## src/rtl/core/lsra_pkg.sv

```systemverilog
// lsra_pkg: shared types, codes and constants of the linear scan register allocator
// used by every module under rtl/core; depends on nothing
package lsra_pkg;

   // field widths
   localparam int ID_W        = 12;
   localparam int POS_W       = 12;
   localparam int POOL_W      = 2;
   localparam int REG_W       = 4;
   localparam int REG_OUT_W   = 3;
   localparam int SLOT_W      = 10;
   localparam int SLOTS_W     = 11;
   localparam int CSR_IDX_W   = 2;
   localparam int CSR_DATA_W  = 6;

   // active set
   localparam int ACT_DEPTH   = 16;
   localparam int ACT_IDX_W   = 4;
   localparam int ACT_CNT_W   = 5;
   localparam logic [ACT_CNT_W-1:0] ACT_FULL = 5'd16;

   // register pools are held in masks of this many bits
   localparam int POOL_MAX    = 16;

   // parameter defaults
   localparam int INT_REGS_DEF           = 6;
   localparam int FLOAT_SCRATCH_REGS_DEF = 6;
   localparam int FLOAT_SAVED_REGS_DEF   = 4;
   localparam int MAX_RANGES_DEF         = 1024;
   localparam int SLOT_FIELD_LIMIT       = 1024;

   // configuration reset values
   localparam logic [5:0] CFG_INT_RST = 6'd60;
   localparam logic [5:0] CFG_FSC_RST = 6'd60;
   localparam logic [3:0] CFG_FSV_RST = 4'd15;

   // configuration register indexes
   localparam logic [CSR_IDX_W-1:0] CSR_INT_FREE = 2'd0;
   localparam logic [CSR_IDX_W-1:0] CSR_FSC_FREE = 2'd1;
   localparam logic [CSR_IDX_W-1:0] CSR_FSV_FREE = 2'd2;

   // pool codes
   localparam logic [POOL_W-1:0] POOL_INT = 2'd0;
   localparam logic [POOL_W-1:0] POOL_FSC = 2'd1;
   localparam logic [POOL_W-1:0] POOL_FSV = 2'd2;

   // register class codes
   localparam logic KIND_INT = 1'b0;
   localparam logic KIND_FLT = 1'b1;

   typedef struct packed {
      logic [ID_W-1:0]   id;
      logic [POS_W-1:0]  fin;
      logic              kind;
      logic [POOL_W-1:0] pool;
      logic [REG_W-1:0]  rnum;
   } act_entry_type;

   typedef struct packed {
      logic [ACT_IDX_W-1:0] rd_idx;
      logic                 from_begin;
      logic [POS_W-1:0]     key;
      logic                 wr_en;
      logic [ACT_IDX_W-1:0] wr_idx;
      act_entry_type        wr_data;
      logic                 sh_en;
      logic [ACT_IDX_W-1:0] sh_from;
   } act_ctl_type;

   typedef struct packed {
      logic              take;
      logic              take_kind;
      logic              give;
      logic [POOL_W-1:0] give_pool;
      logic [REG_W-1:0]  give_reg;
      logic              slot_take;
      logic              restart;
   } pool_cmd_type;

   typedef struct packed {
      logic              avail;
      logic [POOL_W-1:0] pool;
      logic [REG_W-1:0]  rnum;
   } pool_grant_type;

   typedef enum logic [2:0] {
      ST_IDLE,
      ST_EXPIRE,
      ST_ALLOC,
      ST_VSCAN,
      ST_INSERT,
      ST_OUT0,
      ST_OUT1
   } seq_state_type;

endpackage

```

## src/rtl/core/linear_scan_register_allocator.sv

```systemverilog
// linear_scan_register_allocator: one live range per request beat, one or two result beats.
// steps: accept, expire the ranges that have ended, allocate, scan for a victim when allocation
//   fails and the set is not empty, insert while moving entries with a larger end up one place,
//   then the result beats; a spill into an empty set goes straight to the result beats
// throughput: one range at a time, the next is taken the cycle after its last result beat
// reset: synchronous, clears sequencer, active count, slot counter, and loads pools and csr
module linear_scan_register_allocator #(
   parameter int INT_REGS           = lsra_pkg::INT_REGS_DEF,
   parameter int FLOAT_SCRATCH_REGS = lsra_pkg::FLOAT_SCRATCH_REGS_DEF,
   parameter int FLOAT_SAVED_REGS   = lsra_pkg::FLOAT_SAVED_REGS_DEF,
   parameter int MAX_RANGES         = lsra_pkg::MAX_RANGES_DEF
) (
   input  logic                              clock,
   input  logic                              reset,
   input  logic                              csr_we,
   input  logic [lsra_pkg::CSR_IDX_W-1:0]    csr_index,
   input  logic [lsra_pkg::CSR_DATA_W-1:0]   csr_wdata,
   input  logic                              req_valid,
   output logic                              req_ready,
   input  logic [lsra_pkg::ID_W-1:0]         req_value_id,
   input  logic [lsra_pkg::POS_W-1:0]        req_range_begin,
   input  logic [lsra_pkg::POS_W-1:0]        req_range_finish,
   input  logic                              req_value_kind,
   input  logic                              req_last_range,
   output logic                              rsp_valid,
   input  logic                              rsp_ready,
   output logic [lsra_pkg::ID_W-1:0]         rsp_out_id,
   output logic                              rsp_spilled,
   output logic [lsra_pkg::POOL_W-1:0]       rsp_pool,
   output logic [lsra_pkg::REG_OUT_W-1:0]    rsp_reg_number,
   output logic [lsra_pkg::SLOT_W-1:0]       rsp_slot_number,
   output logic [lsra_pkg::SLOTS_W-1:0]      rsp_slots_used,
   output logic                              rsp_final_result
);

   lsra_pkg::act_ctl_type    act_ctl;
   lsra_pkg::act_entry_type  rd_entry;
   logic                     lt;
   lsra_pkg::pool_cmd_type   pool_cmd;
   lsra_pkg::pool_grant_type grant;
   logic [lsra_pkg::SLOT_W-1:0]  slot;
   logic [lsra_pkg::SLOTS_W-1:0] next_slot;

   lsra_active u_active (
      .clock    (clock),
      .ctl      (act_ctl),
      .rd_entry (rd_entry),
      .lt       (lt)
   );

   lsra_pools #(
      .INT_REGS           (INT_REGS),
      .FLOAT_SCRATCH_REGS (FLOAT_SCRATCH_REGS),
      .FLOAT_SAVED_REGS   (FLOAT_SAVED_REGS),
      .MAX_RANGES         (MAX_RANGES)
   ) u_pools (
      .clock     (clock),
      .reset     (reset),
      .csr_we    (csr_we),
      .csr_index (csr_index),
      .csr_wdata (csr_wdata),
      .cmd       (pool_cmd),
      .grant     (grant),
      .slot      (slot),
      .next_slot (next_slot)
   );

   lsra_ctrl u_ctrl (
      .clock            (clock),
      .reset            (reset),
      .req_valid        (req_valid),
      .req_ready        (req_ready),
      .req_value_id     (req_value_id),
      .req_range_begin  (req_range_begin),
      .req_range_finish (req_range_finish),
      .req_value_kind   (req_value_kind),
      .req_last_range   (req_last_range),
      .rsp_valid        (rsp_valid),
      .rsp_ready        (rsp_ready),
      .rsp_out_id       (rsp_out_id),
      .rsp_spilled      (rsp_spilled),
      .rsp_pool         (rsp_pool),
      .rsp_reg_number   (rsp_reg_number),
      .rsp_slot_number  (rsp_slot_number),
      .rsp_slots_used   (rsp_slots_used),
      .rsp_final_result (rsp_final_result),
      .act_ctl          (act_ctl),
      .rd_entry         (rd_entry),
      .lt               (lt),
      .pool_cmd         (pool_cmd),
      .grant            (grant),
      .slot             (slot),
      .next_slot        (next_slot)
   );

endmodule

```

## src/rtl/core/lsra_active.sv

```systemverilog
// lsra_active: active range set kept sorted by end, with the shared end compare unit
// depends on lsra_pkg
module lsra_active (
   input  logic                    clock,
   input  lsra_pkg::act_ctl_type   ctl,
   output lsra_pkg::act_entry_type rd_entry,
   output logic                    lt
);

   lsra_pkg::act_entry_type ent_ff [lsra_pkg::ACT_DEPTH];

   logic [lsra_pkg::POS_W-1:0] cmp_a;
   logic [lsra_pkg::POS_W-1:0] cmp_b;

   assign rd_entry = ent_ff[ctl.rd_idx];

   // expiry tests end < begin, scans test finish < end
   always_comb begin
      if (ctl.from_begin) begin
         cmp_a = rd_entry.fin;
         cmp_b = ctl.key;
      end else begin
         cmp_a = ctl.key;
         cmp_b = rd_entry.fin;
      end
      lt = cmp_a < cmp_b;
   end

   always_ff @(posedge clock) begin
      if (ctl.sh_en) begin
         for (int i = 0; i < lsra_pkg::ACT_DEPTH - 1; i++) begin
            if (lsra_pkg::ACT_IDX_W'(i) >= ctl.sh_from) begin
               ent_ff[i] <= ent_ff[i+1];
            end
         end
      end else if (ctl.wr_en) begin
         ent_ff[ctl.wr_idx] <= ctl.wr_data;
      end
   end

endmodule

```

## src/rtl/core/lsra_pools.sv

```systemverilog
// lsra_pools: configuration registers, free register masks and spill slot counter
// depends on lsra_pkg
module lsra_pools #(
   parameter int INT_REGS           = lsra_pkg::INT_REGS_DEF,
   parameter int FLOAT_SCRATCH_REGS = lsra_pkg::FLOAT_SCRATCH_REGS_DEF,
   parameter int FLOAT_SAVED_REGS   = lsra_pkg::FLOAT_SAVED_REGS_DEF,
   parameter int MAX_RANGES         = lsra_pkg::MAX_RANGES_DEF
) (
   input  logic                              clock,
   input  logic                              reset,
   input  logic                              csr_we,
   input  logic [lsra_pkg::CSR_IDX_W-1:0]    csr_index,
   input  logic [lsra_pkg::CSR_DATA_W-1:0]   csr_wdata,
   input  lsra_pkg::pool_cmd_type            cmd,
   output lsra_pkg::pool_grant_type          grant,
   output logic [lsra_pkg::SLOT_W-1:0]       slot,
   output logic [lsra_pkg::SLOTS_W-1:0]      next_slot
);

   localparam logic [lsra_pkg::POOL_MAX-1:0] INT_LIM =
      lsra_pkg::POOL_MAX'((32'd1 << INT_REGS) - 32'd1);
   localparam logic [lsra_pkg::POOL_MAX-1:0] FSC_LIM =
      lsra_pkg::POOL_MAX'((32'd1 << FLOAT_SCRATCH_REGS) - 32'd1);
   localparam logic [lsra_pkg::POOL_MAX-1:0] FSV_LIM =
      lsra_pkg::POOL_MAX'((32'd1 << FLOAT_SAVED_REGS) - 32'd1);
   localparam int SLOT_CAP = (MAX_RANGES < lsra_pkg::SLOT_FIELD_LIMIT) ?
                             MAX_RANGES : lsra_pkg::SLOT_FIELD_LIMIT;
   localparam logic [lsra_pkg::SLOTS_W-1:0] CAP_V  = lsra_pkg::SLOTS_W'(SLOT_CAP);
   localparam logic [lsra_pkg::SLOT_W-1:0]  CAP_M1 = lsra_pkg::SLOT_W'(SLOT_CAP - 1);

   logic [5:0] cfg_int_ff, cfg_int_in;
   logic [5:0] cfg_fsc_ff, cfg_fsc_in;
   logic [3:0] cfg_fsv_ff, cfg_fsv_in;

   logic [lsra_pkg::POOL_MAX-1:0] int_ff, int_in;
   logic [lsra_pkg::POOL_MAX-1:0] fsc_ff, fsc_in;
   logic [lsra_pkg::POOL_MAX-1:0] fsv_ff, fsv_in;
   logic [lsra_pkg::SLOTS_W-1:0]  next_ff, next_in;

   logic [lsra_pkg::POOL_MAX-1:0] take_bit;
   logic [lsra_pkg::POOL_MAX-1:0] give_bit;
   logic                          slot_room;

   function automatic logic [lsra_pkg::REG_W-1:0] lowest_set(
      input logic [lsra_pkg::POOL_MAX-1:0] m
   );
      logic [lsra_pkg::REG_W-1:0] r;
      r = '0;
      for (int i = lsra_pkg::POOL_MAX - 1; i >= 0; i--) begin
         if (m[i]) begin
            r = lsra_pkg::REG_W'(i);
         end
      end
      return r;
   endfunction

   // float ranges fall back to the saved pool when scratch is empty
   always_comb begin
      if (cmd.take_kind == lsra_pkg::KIND_INT) begin
         grant.avail = |int_ff;
         grant.pool  = lsra_pkg::POOL_INT;
         grant.rnum  = lowest_set(int_ff);
      end else if (|fsc_ff) begin
         grant.avail = 1'b1;
         grant.pool  = lsra_pkg::POOL_FSC;
         grant.rnum  = lowest_set(fsc_ff);
      end else begin
         grant.avail = |fsv_ff;
         grant.pool  = lsra_pkg::POOL_FSV;
         grant.rnum  = lowest_set(fsv_ff);
      end
   end

   assign slot_room = next_ff < CAP_V;
   assign slot      = slot_room ? next_ff[lsra_pkg::SLOT_W-1:0] : CAP_M1;
   assign next_slot = next_ff;

   always_comb begin
      take_bit = lsra_pkg::POOL_MAX'(1) << grant.rnum;
      give_bit = lsra_pkg::POOL_MAX'(1) << cmd.give_reg;

      cfg_int_in = cfg_int_ff;
      cfg_fsc_in = cfg_fsc_ff;
      cfg_fsv_in = cfg_fsv_ff;
      if (csr_we) begin
         case (csr_index)
            lsra_pkg::CSR_INT_FREE: cfg_int_in = csr_wdata;
            lsra_pkg::CSR_FSC_FREE: cfg_fsc_in = csr_wdata;
            lsra_pkg::CSR_FSV_FREE: cfg_fsv_in = csr_wdata[3:0];
            default: ;
         endcase
      end

      int_in  = int_ff;
      fsc_in  = fsc_ff;
      fsv_in  = fsv_ff;
      next_in = next_ff;
      if (cmd.restart) begin
         int_in  = {10'd0, cfg_int_ff} & INT_LIM;
         fsc_in  = {10'd0, cfg_fsc_ff} & FSC_LIM;
         fsv_in  = {12'd0, cfg_fsv_ff} & FSV_LIM;
         next_in = '0;
      end else begin
         if (cmd.take && grant.avail) begin
            case (grant.pool)
               lsra_pkg::POOL_INT: int_in = int_ff & ~take_bit;
               lsra_pkg::POOL_FSC: fsc_in = fsc_ff & ~take_bit;
               default:            fsv_in = fsv_ff & ~take_bit;
            endcase
         end
         if (cmd.give) begin
            case (cmd.give_pool)
               lsra_pkg::POOL_INT: int_in = int_ff | give_bit;
               lsra_pkg::POOL_FSC: fsc_in = fsc_ff | give_bit;
               default:            fsv_in = fsv_ff | give_bit;
            endcase
         end
         if (cmd.slot_take) begin
            next_in = slot_room ? next_ff + 11'd1 : CAP_V;
         end
      end
   end

   always_ff @(posedge clock) begin
      if (reset) begin
         cfg_int_ff <= lsra_pkg::CFG_INT_RST;
         cfg_fsc_ff <= lsra_pkg::CFG_FSC_RST;
         cfg_fsv_ff <= lsra_pkg::CFG_FSV_RST;
         int_ff     <= {10'd0, lsra_pkg::CFG_INT_RST} & INT_LIM;
         fsc_ff     <= {10'd0, lsra_pkg::CFG_FSC_RST} & FSC_LIM;
         fsv_ff     <= {12'd0, lsra_pkg::CFG_FSV_RST} & FSV_LIM;
         next_ff    <= '0;
      end else begin
         cfg_int_ff <= cfg_int_in;
         cfg_fsc_ff <= cfg_fsc_in;
         cfg_fsv_ff <= cfg_fsv_in;
         int_ff     <= int_in;
         fsc_ff     <= fsc_in;
         fsv_ff     <= fsv_in;
         next_ff    <= next_in;
      end
   end

endmodule

```

## src/rtl/core/lsra_ctrl.sv

```systemverilog
// lsra_ctrl: sequencer that expires, allocates, scans for a victim and inserts,
// then presents the result beats; depends on lsra_pkg
module lsra_ctrl (
   input  logic                                clock,
   input  logic                                reset,
   input  logic                                req_valid,
   output logic                                req_ready,
   input  logic [lsra_pkg::ID_W-1:0]           req_value_id,
   input  logic [lsra_pkg::POS_W-1:0]          req_range_begin,
   input  logic [lsra_pkg::POS_W-1:0]          req_range_finish,
   input  logic                                req_value_kind,
   input  logic                                req_last_range,
   output logic                                rsp_valid,
   input  logic                                rsp_ready,
   output logic [lsra_pkg::ID_W-1:0]           rsp_out_id,
   output logic                                rsp_spilled,
   output logic [lsra_pkg::POOL_W-1:0]         rsp_pool,
   output logic [lsra_pkg::REG_OUT_W-1:0]      rsp_reg_number,
   output logic [lsra_pkg::SLOT_W-1:0]         rsp_slot_number,
   output logic [lsra_pkg::SLOTS_W-1:0]        rsp_slots_used,
   output logic                                rsp_final_result,
   output lsra_pkg::act_ctl_type               act_ctl,
   input  lsra_pkg::act_entry_type             rd_entry,
   input  logic                                lt,
   output lsra_pkg::pool_cmd_type              pool_cmd,
   input  lsra_pkg::pool_grant_type            grant,
   input  logic [lsra_pkg::SLOT_W-1:0]         slot,
   input  logic [lsra_pkg::SLOTS_W-1:0]        next_slot
);

   lsra_pkg::seq_state_type state_ff, state_in;

   logic [lsra_pkg::ACT_CNT_W-1:0] cnt_ff, cnt_in;
   logic [lsra_pkg::ACT_IDX_W-1:0] idx_ff, idx_in;

   logic [lsra_pkg::ID_W-1:0]   id_ff, id_in;
   logic [lsra_pkg::POS_W-1:0]  begin_ff, begin_in;
   logic [lsra_pkg::POS_W-1:0]  fin_ff, fin_in;
   logic                        kind_ff, kind_in;
   logic                        last_ff, last_in;
   logic [lsra_pkg::POOL_W-1:0] cur_pool_ff, cur_pool_in;
   logic [lsra_pkg::REG_W-1:0]  cur_reg_ff, cur_reg_in;

   logic                        r0_spill_ff, r0_spill_in;
   logic [lsra_pkg::POOL_W-1:0] r0_pool_ff, r0_pool_in;
   logic [lsra_pkg::REG_W-1:0]  r0_reg_ff, r0_reg_in;
   logic [lsra_pkg::SLOT_W-1:0] r0_slot_ff, r0_slot_in;
   logic [lsra_pkg::ID_W-1:0]   r1_id_ff, r1_id_in;
   logic [lsra_pkg::POOL_W-1:0] r1_pool_ff, r1_pool_in;
   logic [lsra_pkg::SLOT_W-1:0] r1_slot_ff, r1_slot_in;
   logic                        two_ff, two_in;

   logic                           can_take;
   logic                           expire_hit;
   logic                           kind_match;
   logic                           final_beat;
   logic [lsra_pkg::ACT_CNT_W-1:0] cnt_dec;
   lsra_pkg::act_entry_type        cur_entry;

   assign can_take   = (cnt_ff != lsra_pkg::ACT_FULL) && grant.avail;
   assign expire_hit = (cnt_ff != '0) && lt;
   assign kind_match = rd_entry.kind == kind_ff;
   assign cnt_dec    = cnt_ff - 5'd1;
   assign final_beat = rsp_ready &&
                       ((state_ff == lsra_pkg::ST_OUT1) ||
                        (state_ff == lsra_pkg::ST_OUT0 && !two_ff));
   assign cur_entry  = '{id: id_ff, fin: fin_ff, kind: kind_ff,
                         pool: cur_pool_ff, rnum: cur_reg_ff};

   // next state
   always_comb begin
      state_in = state_ff;
      case (state_ff)
         lsra_pkg::ST_IDLE: begin
            if (req_valid) state_in = lsra_pkg::ST_EXPIRE;
         end
         lsra_pkg::ST_EXPIRE: begin
            if (!expire_hit) state_in = lsra_pkg::ST_ALLOC;
         end
         lsra_pkg::ST_ALLOC: begin
            if (can_take)          state_in = lsra_pkg::ST_INSERT;
            else if (cnt_ff == '0) state_in = lsra_pkg::ST_OUT0;
            else                   state_in = lsra_pkg::ST_VSCAN;
         end
         lsra_pkg::ST_VSCAN: begin
            if (kind_match)        state_in = lt ? lsra_pkg::ST_INSERT : lsra_pkg::ST_OUT0;
            else if (idx_ff == '0) state_in = lsra_pkg::ST_OUT0;
         end
         lsra_pkg::ST_INSERT: begin
            if (idx_ff == '0 || !lt) state_in = lsra_pkg::ST_OUT0;
         end
         lsra_pkg::ST_OUT0: begin
            if (rsp_ready) state_in = two_ff ? lsra_pkg::ST_OUT1 : lsra_pkg::ST_IDLE;
         end
         lsra_pkg::ST_OUT1: begin
            if (rsp_ready) state_in = lsra_pkg::ST_IDLE;
         end
         default: state_in = lsra_pkg::ST_IDLE;
      endcase
   end

   // commands to the active set and the pools
   always_comb begin
      act_ctl            = '0;
      act_ctl.rd_idx     = idx_ff;
      act_ctl.key        = fin_ff;
      act_ctl.wr_data    = cur_entry;
      act_ctl.wr_idx     = idx_ff;
      pool_cmd           = '0;
      pool_cmd.take_kind = kind_ff;
      pool_cmd.give_pool = rd_entry.pool;
      pool_cmd.give_reg  = rd_entry.rnum;
      pool_cmd.restart   = final_beat && last_ff;
      case (state_ff)
         lsra_pkg::ST_EXPIRE: begin
            act_ctl.rd_idx     = '0;
            act_ctl.from_begin = 1'b1;
            act_ctl.key        = begin_ff;
            act_ctl.sh_en      = expire_hit;
            pool_cmd.give      = expire_hit;
         end
         lsra_pkg::ST_ALLOC: begin
            pool_cmd.take      = can_take;
            pool_cmd.slot_take = !can_take && (cnt_ff == '0);
         end
         lsra_pkg::ST_VSCAN: begin
            pool_cmd.slot_take = kind_match || (idx_ff == '0);
            act_ctl.sh_en      = kind_match && lt;
            act_ctl.sh_from    = idx_ff;
         end
         lsra_pkg::ST_INSERT: begin
            act_ctl.rd_idx = idx_ff - 4'd1;
            act_ctl.wr_en  = 1'b1;
            // move the larger end up one place, else drop the new range in
            if (idx_ff != '0 && lt) act_ctl.wr_data = rd_entry;
         end
         default: ;
      endcase
   end

   // datapath next values
   always_comb begin
      cnt_in      = cnt_ff;
      idx_in      = idx_ff;
      id_in       = id_ff;
      begin_in    = begin_ff;
      fin_in      = fin_ff;
      kind_in     = kind_ff;
      last_in     = last_ff;
      cur_pool_in = cur_pool_ff;
      cur_reg_in  = cur_reg_ff;
      r0_spill_in = r0_spill_ff;
      r0_pool_in  = r0_pool_ff;
      r0_reg_in   = r0_reg_ff;
      r0_slot_in  = r0_slot_ff;
      r1_id_in    = r1_id_ff;
      r1_pool_in  = r1_pool_ff;
      r1_slot_in  = r1_slot_ff;
      two_in      = two_ff;
      case (state_ff)
         lsra_pkg::ST_IDLE: begin
            if (req_valid) begin
               id_in    = req_value_id;
               begin_in = req_range_begin;
               fin_in   = req_range_finish;
               kind_in  = req_value_kind;
               last_in  = req_last_range;
               two_in   = 1'b0;
            end
         end
         lsra_pkg::ST_EXPIRE: begin
            if (expire_hit) cnt_in = cnt_dec;
         end
         lsra_pkg::ST_ALLOC: begin
            if (can_take) begin
               cur_pool_in = grant.pool;
               cur_reg_in  = grant.rnum;
               r0_spill_in = 1'b0;
               r0_pool_in  = grant.pool;
               r0_reg_in   = grant.rnum;
               r0_slot_in  = '0;
               idx_in      = cnt_ff[lsra_pkg::ACT_IDX_W-1:0];
            end else if (cnt_ff == '0) begin
               r0_spill_in = 1'b1;
               r0_pool_in  = {1'b0, kind_ff};
               r0_reg_in   = '0;
               r0_slot_in  = slot;
            end else begin
               idx_in = cnt_dec[lsra_pkg::ACT_IDX_W-1:0];
            end
         end
         lsra_pkg::ST_VSCAN: begin
            if (kind_match && lt) begin
               // steal: victim leaves the set, current range takes its register
               cur_pool_in = rd_entry.pool;
               cur_reg_in  = rd_entry.rnum;
               r0_spill_in = 1'b0;
               r0_pool_in  = rd_entry.pool;
               r0_reg_in   = rd_entry.rnum;
               r0_slot_in  = '0;
               r1_id_in    = rd_entry.id;
               r1_pool_in  = {1'b0, rd_entry.kind};
               r1_slot_in  = slot;
               two_in      = 1'b1;
               cnt_in      = cnt_dec;
               idx_in      = cnt_dec[lsra_pkg::ACT_IDX_W-1:0];
            end else if (kind_match || idx_ff == '0) begin
               r0_spill_in = 1'b1;
               r0_pool_in  = {1'b0, kind_ff};
               r0_reg_in   = '0;
               r0_slot_in  = slot;
            end else begin
               idx_in = idx_ff - 4'd1;
            end
         end
         lsra_pkg::ST_INSERT: begin
            if (idx_ff != '0 && lt) idx_in = idx_ff - 4'd1;
            else                    cnt_in = cnt_ff + 5'd1;
         end
         default: ;
      endcase
      if (final_beat && last_ff) cnt_in = '0;
   end

   always_ff @(posedge clock) begin
      if (reset) begin
         state_ff <= lsra_pkg::ST_IDLE;
         cnt_ff   <= '0;
         two_ff   <= 1'b0;
      end else begin
         state_ff <= state_in;
         cnt_ff   <= cnt_in;
         two_ff   <= two_in;
      end
   end

   always_ff @(posedge clock) begin
      idx_ff      <= idx_in;
      id_ff       <= id_in;
      begin_ff    <= begin_in;
      fin_ff      <= fin_in;
      kind_ff     <= kind_in;
      last_ff     <= last_in;
      cur_pool_ff <= cur_pool_in;
      cur_reg_ff  <= cur_reg_in;
      r0_spill_ff <= r0_spill_in;
      r0_pool_ff  <= r0_pool_in;
      r0_reg_ff   <= r0_reg_in;
      r0_slot_ff  <= r0_slot_in;
      r1_id_ff    <= r1_id_in;
      r1_pool_ff  <= r1_pool_in;
      r1_slot_ff  <= r1_slot_in;
   end

   // result beats come straight from registers
   always_comb begin
      req_ready        = state_ff == lsra_pkg::ST_IDLE;
      rsp_valid        = (state_ff == lsra_pkg::ST_OUT0) || (state_ff == lsra_pkg::ST_OUT1);
      rsp_slots_used   = next_slot;
      rsp_final_result = (state_ff == lsra_pkg::ST_OUT1) || !two_ff;
      if (state_ff == lsra_pkg::ST_OUT1) begin
         rsp_out_id      = r1_id_ff;
         rsp_spilled     = 1'b1;
         rsp_pool        = r1_pool_ff;
         rsp_reg_number  = '0;
         rsp_slot_number = r1_slot_ff;
      end else begin
         rsp_out_id      = id_ff;
         rsp_spilled     = r0_spill_ff;
         rsp_pool        = r0_pool_ff;
         rsp_reg_number  = r0_reg_ff[lsra_pkg::REG_OUT_W-1:0];
         rsp_slot_number = r0_slot_ff;
      end
   end

endmodule
```

## config.mk

```make
export PLATFORM = sky130hd
export DESIGN_NAME = linear_scan_register_allocator
export DESIGN_NICKNAME = d
export VERILOG_FILES = /design/src/rtl/core/lsra_pkg.sv /design/src/rtl/core/linear_scan_register_allocator.sv /design/src/rtl/core/lsra_active.sv /design/src/rtl/core/lsra_pools.sv /design/src/rtl/core/lsra_ctrl.sv
export SDC_FILE = /design/constraint.sdc
export NUM_CORES = 2
export LEC_CHECK = 0
export ABC_AREA = 0
export BUFFER_PORTS_ARGS = -buffer_cell sky130_fd_sc_hd__buf_4
export CAP_MARGIN = 10
export CORE_AREA = 3 3 337 406
export DETAILED_ROUTE_END_ITERATION = 6
export DIE_AREA = 0 0 340 409
export PLACE_DENSITY = 0.41
export SYNTH_ARGS = -nofsm -noshare
export SYNTH_HDL_FRONTEND = slang
export SYNTH_HIERARCHICAL = 1
export SYNTH_SLANG_ARGS = --single-unit
export TNS_END_PERCENT = 50
```

## constraint.sdc

```tcl
create_clock -name clock -period 13.41 [get_ports clock]
set_clock_uncertainty 0.1 [all_clocks]
set_input_delay 0.6705 -clock clock [delete_from_list [all_inputs] [get_ports clock]]
set_output_delay 0.6705 -clock clock [all_outputs]
set_load 0.02 [all_outputs]
```

Yosys cells after proc, flatten, opt, wreduce, memory -nomap -nowiden

Memories as Yosys holds them, arrays and structs flattened.
Cells that the tools add are included.

Register bits: 171
RAM bits: 496
Input bits: 51
Output and inout port bits: 42
Logic and storage cells: 319
Memories kept: 1

Add/subtract/negate cells: 4
Magnitude comparators: 17
Equality and inequality tests: 27
Shift operators: 2
Mux-type cells: 186
Bitwise logic cells: 7
Reduce and logical (&&, ||, !) cells: 47

Memories:

| name            | depth | width | rd ports | clocked after Yosys merged registers in | write ports | RTL line          | source |
|---|---|---|---|---|---|---|---|
| u_active.ent_ff | 16    | 31    | 16       | 0                                       | 15          | lsra_active.sv:10 | `lsra_pkg::act_entry_type ent_ff [lsra_pkg::ACT_DEPTH];` |

Operators by type and width:

| cell                 | count |
|---|---|
| $mux 4               | 58 |
| $mux 16              | 12 |
| $mux 31              | 3 |
| $mux 1               | 60 |
| $mux 10              | 6 |
| $and 16x16->16       | 3 |
| $or 16x16->16        | 3 |
| $reduce_or 16->1     | 3 |
| $mux 3               | 15 |
| $mux 12              | 3 |
| $shl 1x4->16 const A | 2 |
| $reduce_or 31->1     | 1 |
| $ge 4x4->1 const A   | 7 |
| $pmux 3 s7           | 1 |
| $pmux 10 s2          | 1 |
| $ge 3x4->1 const A   | 4 |
| $not 16->16          | 1 |
| $pmux 4 s2           | 2 |
| $mux 5               | 3 |
| $pmux 5 s3           | 1 |
| $mux 2               | 7 |
| $mux 7               | 2 |
| $mux 13              | 1 |
| $lt 12x12->1         | 1 |
| 41 further kinds     | 90 |

Logic depth before layout (Yosys ltp)

Depth in word-level cells: 26
Mapped depth: 31
Mapped depth without buffers: 23

Cells and area by module

Netlist, hierarchy kept.

Modules (own cells, without submodules):

| module      | times used | cells each | area each (um^2) | seq. area each (um^2) |
|---|---|---|---|---|
| lsra_active | 1          | 1388       | 25299.3          | 14894.3 |
| lsra_ctrl   | 1          | 388        | 4983.5           | 2792.7 |
| lsra_pools  | 1          | 478        | 4262.8           | 1501.4 |

Worst setup path after synthesis

Ideal clock, no wire load.

Kind: register to register
From: register u_ctrl.state_ff[1]
To: memory u_active/ent_ff[0][0] in the netlist's numbering, enable pin
Setup time: 0.466 ns
Arrival time: 7.424 ns
Required time: 12.844 ns
Setup slack: 5.419 ns
Cell stages (with the launch flop): 29
Buffers on the path: 8
Period minus slack after synthesis: 7.991 ns
Path through: dfxtp_1 buf_6 or3b_1 buf_6 clkinv_8 buf_12 nor2_1 nand2_1 o21ai_0 buf_6 buf_8 buf_6 buf_4 mux4_2 mux2i_1 a21oi_2 mux2_4 ha_1 a21o_1 a21o_1 a32o_1 a211o_1 a31oi_1 nand4b_1 nand2_1 buf_2 nand2b_1 or2_2 o31ai_1

RTL lines:

| item                   | RTL line          | source |
|---|---|---|
| from (decl)            | lsra_ctrl.sv:31   | `lsra_pkg::seq_state_type state_ff, state_in;` |
| from (signal assigned) | lsra_ctrl.sv:227  | `state_ff <= lsra_pkg::ST_IDLE;` |
| from (signal assigned) | lsra_ctrl.sv:231  | `state_ff <= state_in;` |
| to (decl)              | lsra_active.sv:10 |  |

==> results.txt <==
Final hold viol count = 0
Overall Global Routing Usage = 15.06%
Crit Reg-Reg Endpoint = u_active/ent_ff[7][2]
Reg2Reg Setup Slack = 3.68 ns
DPL Wire Length = 65630 µm
Drt via density = 4.943
Yosys Warn Count = 6
Syn nets = 2320
Synth Cell Area = 0.03455 mm²
Worst path arrival time = 9.90 ns
Full die area = 0.1391 mm²
Cell taking the most area after synthesis = edfxtp_1
CTS sink cnt = 667
Overflow after GRT = 0
Number of diodes = 0
Largest net degree at the start of global routing = 84
Placed insts = 3991
Relative slew slack = 17.36%
Starting Density = 25.91%
Most frequent cells in the layout = 583 x edfxtp_1, 500 x mux2_2, 138 x mux4_2
H-tree Lvls = 3
Starting DRT DRC Count = 1319
RSZ-0062 raised after global routing = false
Multi-input gate area = 0.01444 mm²
CTS clock-pin slew for the worst setup and hold paths = 0.06 ns
Die Span Y = 409 µm
Critical Path Start Type = flip-flop
Peak VDD IR = 0.1972 mV
Global-route wire length before repair = 155700 µm
Total negative slack = 0 ns
EDFF count, synth = 583
Drt pass-1 iters = 7
Total power = 10.71 mW
Run status = finished clean
Port-buffer cells = 92
#FFs+latches synth = 667
Drt total wl = 106300 µm
Layout Nets = 2354
Final ANT Viol Nets = 0
Area Growth Syn to Fin = 14.45%
Clock Path Buffers = 3
CP endpoint kind = flip-flop
Drt drc = 0
WL per Instance = 25.69 µm
Hold EP = u_ctrl/id_ff[1]
Setup Crit Path Kind = reg2reg
Final Cell Area = 0.03954 mm²
Top Ports = 93
GP Congestion = 0.8300
Top FF cell, synth = edfxtp_1
Static leakage = 12.82 nW
Initial antenna violation count = 2
Max Freq = 102.7 MHz
Ys async rst share = 0%
Max-slew violations = 0
Hold_sp = req_value_id[1]
Share of layout cells above drive strength 1 = 43.47%
Worst-Margin Slew = 1.238 ns
Crit-path max cell delay = 1.01 ns
Fill count = 13173
Root buf cell = clkbuf_16
Vias = 20459
Max FO, Critical Path = 34
Clk Latency, worst-skew pair = 0.68 ns
Fin crit share = 72.58%
Distinct cells, synth = 97
Placed instance area = 0.03702 mm²
Worst path depth = 24
Row count = 147
Synth area leaders = edfxtp_1 51%, mux2_2 16%, mux4_2 9.0%
Hold depth = 1
Cell Count, Final, Fillers Out = 4139
Top cell type's share of synthesized area = 50.68%
Syn Area/Cell = 15.33 µm²
Pwr/cell area = 270.9 mW/mm²
Cells after Synth = 2254
Critical Path, Cell by Cell = or3b_1, clkinv_8, nor2_1, nand2_1, o21ai_4, buf_4, mux4_2, nor2b_1, a211oi_2, a21oi_2, mux2_4, ha_1, nand4_1, or3_1, a211oi_1, a21o_1, a31oi_1, buf_4, nand4b_1, nand2_1, nor2b_1, and3b_1, and3_2, nand2b_2
CP top delay family = simple AND/OR/NAND/NOR gates
Resized cells post-CTS = 0
Worst flop-to-flop path startpoint = u_ctrl/state_ff[1]
Most common cell after layout, fill and taps aside = edfxtp_1
Worst Hold Class = in2reg
Final setup viols = 0
Register area share after synthesis = 55.55%
Cell count of the worst reg-to-reg path = 24
Data required, critical path = 13.58 ns
Chip width = 340 µm
Register Area = 0.01919 mm²
Core area = 0.1333 mm²
Max Cap Viol = 0
CTS buffer count = 80
Vias in the first global route = 21886
Fin Hold WS = 0.07198 ns
CTS tree = done
CP bufs+invs = 3
Min Tclk post-route = 9.733 ns
Crit-path slowest cell = nand2b_2
==> flip-flops by register name (all words and copies together), names as in the netlist, 3 cells and up <==
register / flops
u_ctrl/r0_reg_ff: 3
u_ctrl/r1_slot_ff: 10
u_ctrl/cnt_ff: 5
u_pools/cfg_int_ff: 6
u_pools/cfg_fsc_ff: 6
u_pools/int_ff: 16
u_ctrl/fin_ff: 12
u_ctrl/r0_slot_ff: 10
u_ctrl/begin_ff: 12
u_ctrl/cur_reg_ff: 4
u_pools/cfg_fsv_ff: 4
u_ctrl/idx_ff: 4
u_pools/next_slot: 11
u_pools/fsc_ff: 16
u_ctrl/r1_id_ff: 12
u_pools/fsv_ff: 16
u_ctrl/id_ff: 12
u_ctrl/state_ff: 3
u_active/ent_ff: 496
==> how the worst max path moves through the flow <==
stage | startpoint | to | slack (ns)
floorplan | u_ctrl/state_ff[1] | u_active/ent_ff[0][0] | 5.42
global route | u_ctrl/state_ff[1] | u_active/ent_ff[10][8] | 2.95
finish | u_ctrl/state_ff[1] | u_active/ent_ff[7][2] | 3.68
global placement | u_ctrl/state_ff[2] | u_active/ent_ff[7][14] | 3.77
CTS | u_ctrl/state_ff[1] | u_active/ent_ff[7][3] | 3.58
detailed placement | u_ctrl/state_ff[1] | u_active/ent_ff[7][17] | 3.59
==> worst register-to-register path, delay by kind of cell, from the launching register on <==
kind | cells | cell delay, ns
AOI/OAI and AO/OA | 6 | 1.30
muxes | 2 | 0.89
adders and majority gates | 1 | 0.31
and+or+nand+nor | 12 | 4.92
buffers and inverters | 3 | 1.11
DFF | 1 | 0.69
==> cell type report <==
type,instances,share of cell area (%)
Timing Repair Buffer,138,2.658
Sequential cell,667,48.53
Clock inverter,36,0.7595
Clock buffer,109,5.557
Inverter,30,0.3291
Multi-Input combinational cell,1371,36.51
Tap cell,1788,5.658
==> kinds of logic (layout without fill, tap and decap cells) <==
kind of cell               count (synthesis)  count (layout)  synth area share (%)
AOI/OAI and AO/OA                        266             266                 6.092
xor gates and xnor gates                  15              15                0.3803
adders and majority gates                 15              15                0.5433
muxes                                    726             726                 28.28
DFF                                      667             667                 55.55
and+or+nand+nor                          349             349                 5.817
buffers and inverters                    216             313                 3.339
==> Yosys cell counts (all sizes together), types with 21 or more instances <==
cell type,count
nand3,22
edfxtp,583
a311oi,31
clkbuf,75
nor3,23
nor2b,30
inv,28
nor2,71
mux2,542
and2,21
a21oi,89
buf,111
dfxtp,84
nand2,70
mux2i,42
a211oi,23
mux4,142
==> routing by layer <==
| metal | vias up | global-route usage, % | wire length (µm) |
|---|---|---|---|
| li1 | 9047 | - | - |
| met1 | 10873 | 18.73 | 45640 |
| met2 | 414 | 26.98 | 54690 |
| met3 | 125 | 1.938 | 3381 |
| met4 | 0 | 4.716 | 2607 |
| met5 | - | 0 | 0 |
==> through the flow <==
stage / worst slack (ns) / utilization, %
floorplan: 5.419 / -
global placement: 3.768 / 27.76
detailed placement: 3.594 / 27.76
CTS: 3.580 / 29.65
global route: 2.949 / 29.65
finish: 3.677 / 29.65
==> power by group <==
group	leakage (nW)	switching (mW)	internal [mW]	total, mW
Combinational	5.59	2.82	1.92	4.74
Clock	1.23	0.921	1.18	2.10
Sequential	6.01	0.411	3.46	3.87
==> repair_timing <==
action	in CTS	in global routing
endpoints found under the setup margin	0	0
buffers inserted	0	0
hold buffers	2	0
endpoints found under the hold margin	2	0
Power figures use the tool's default switching activity.
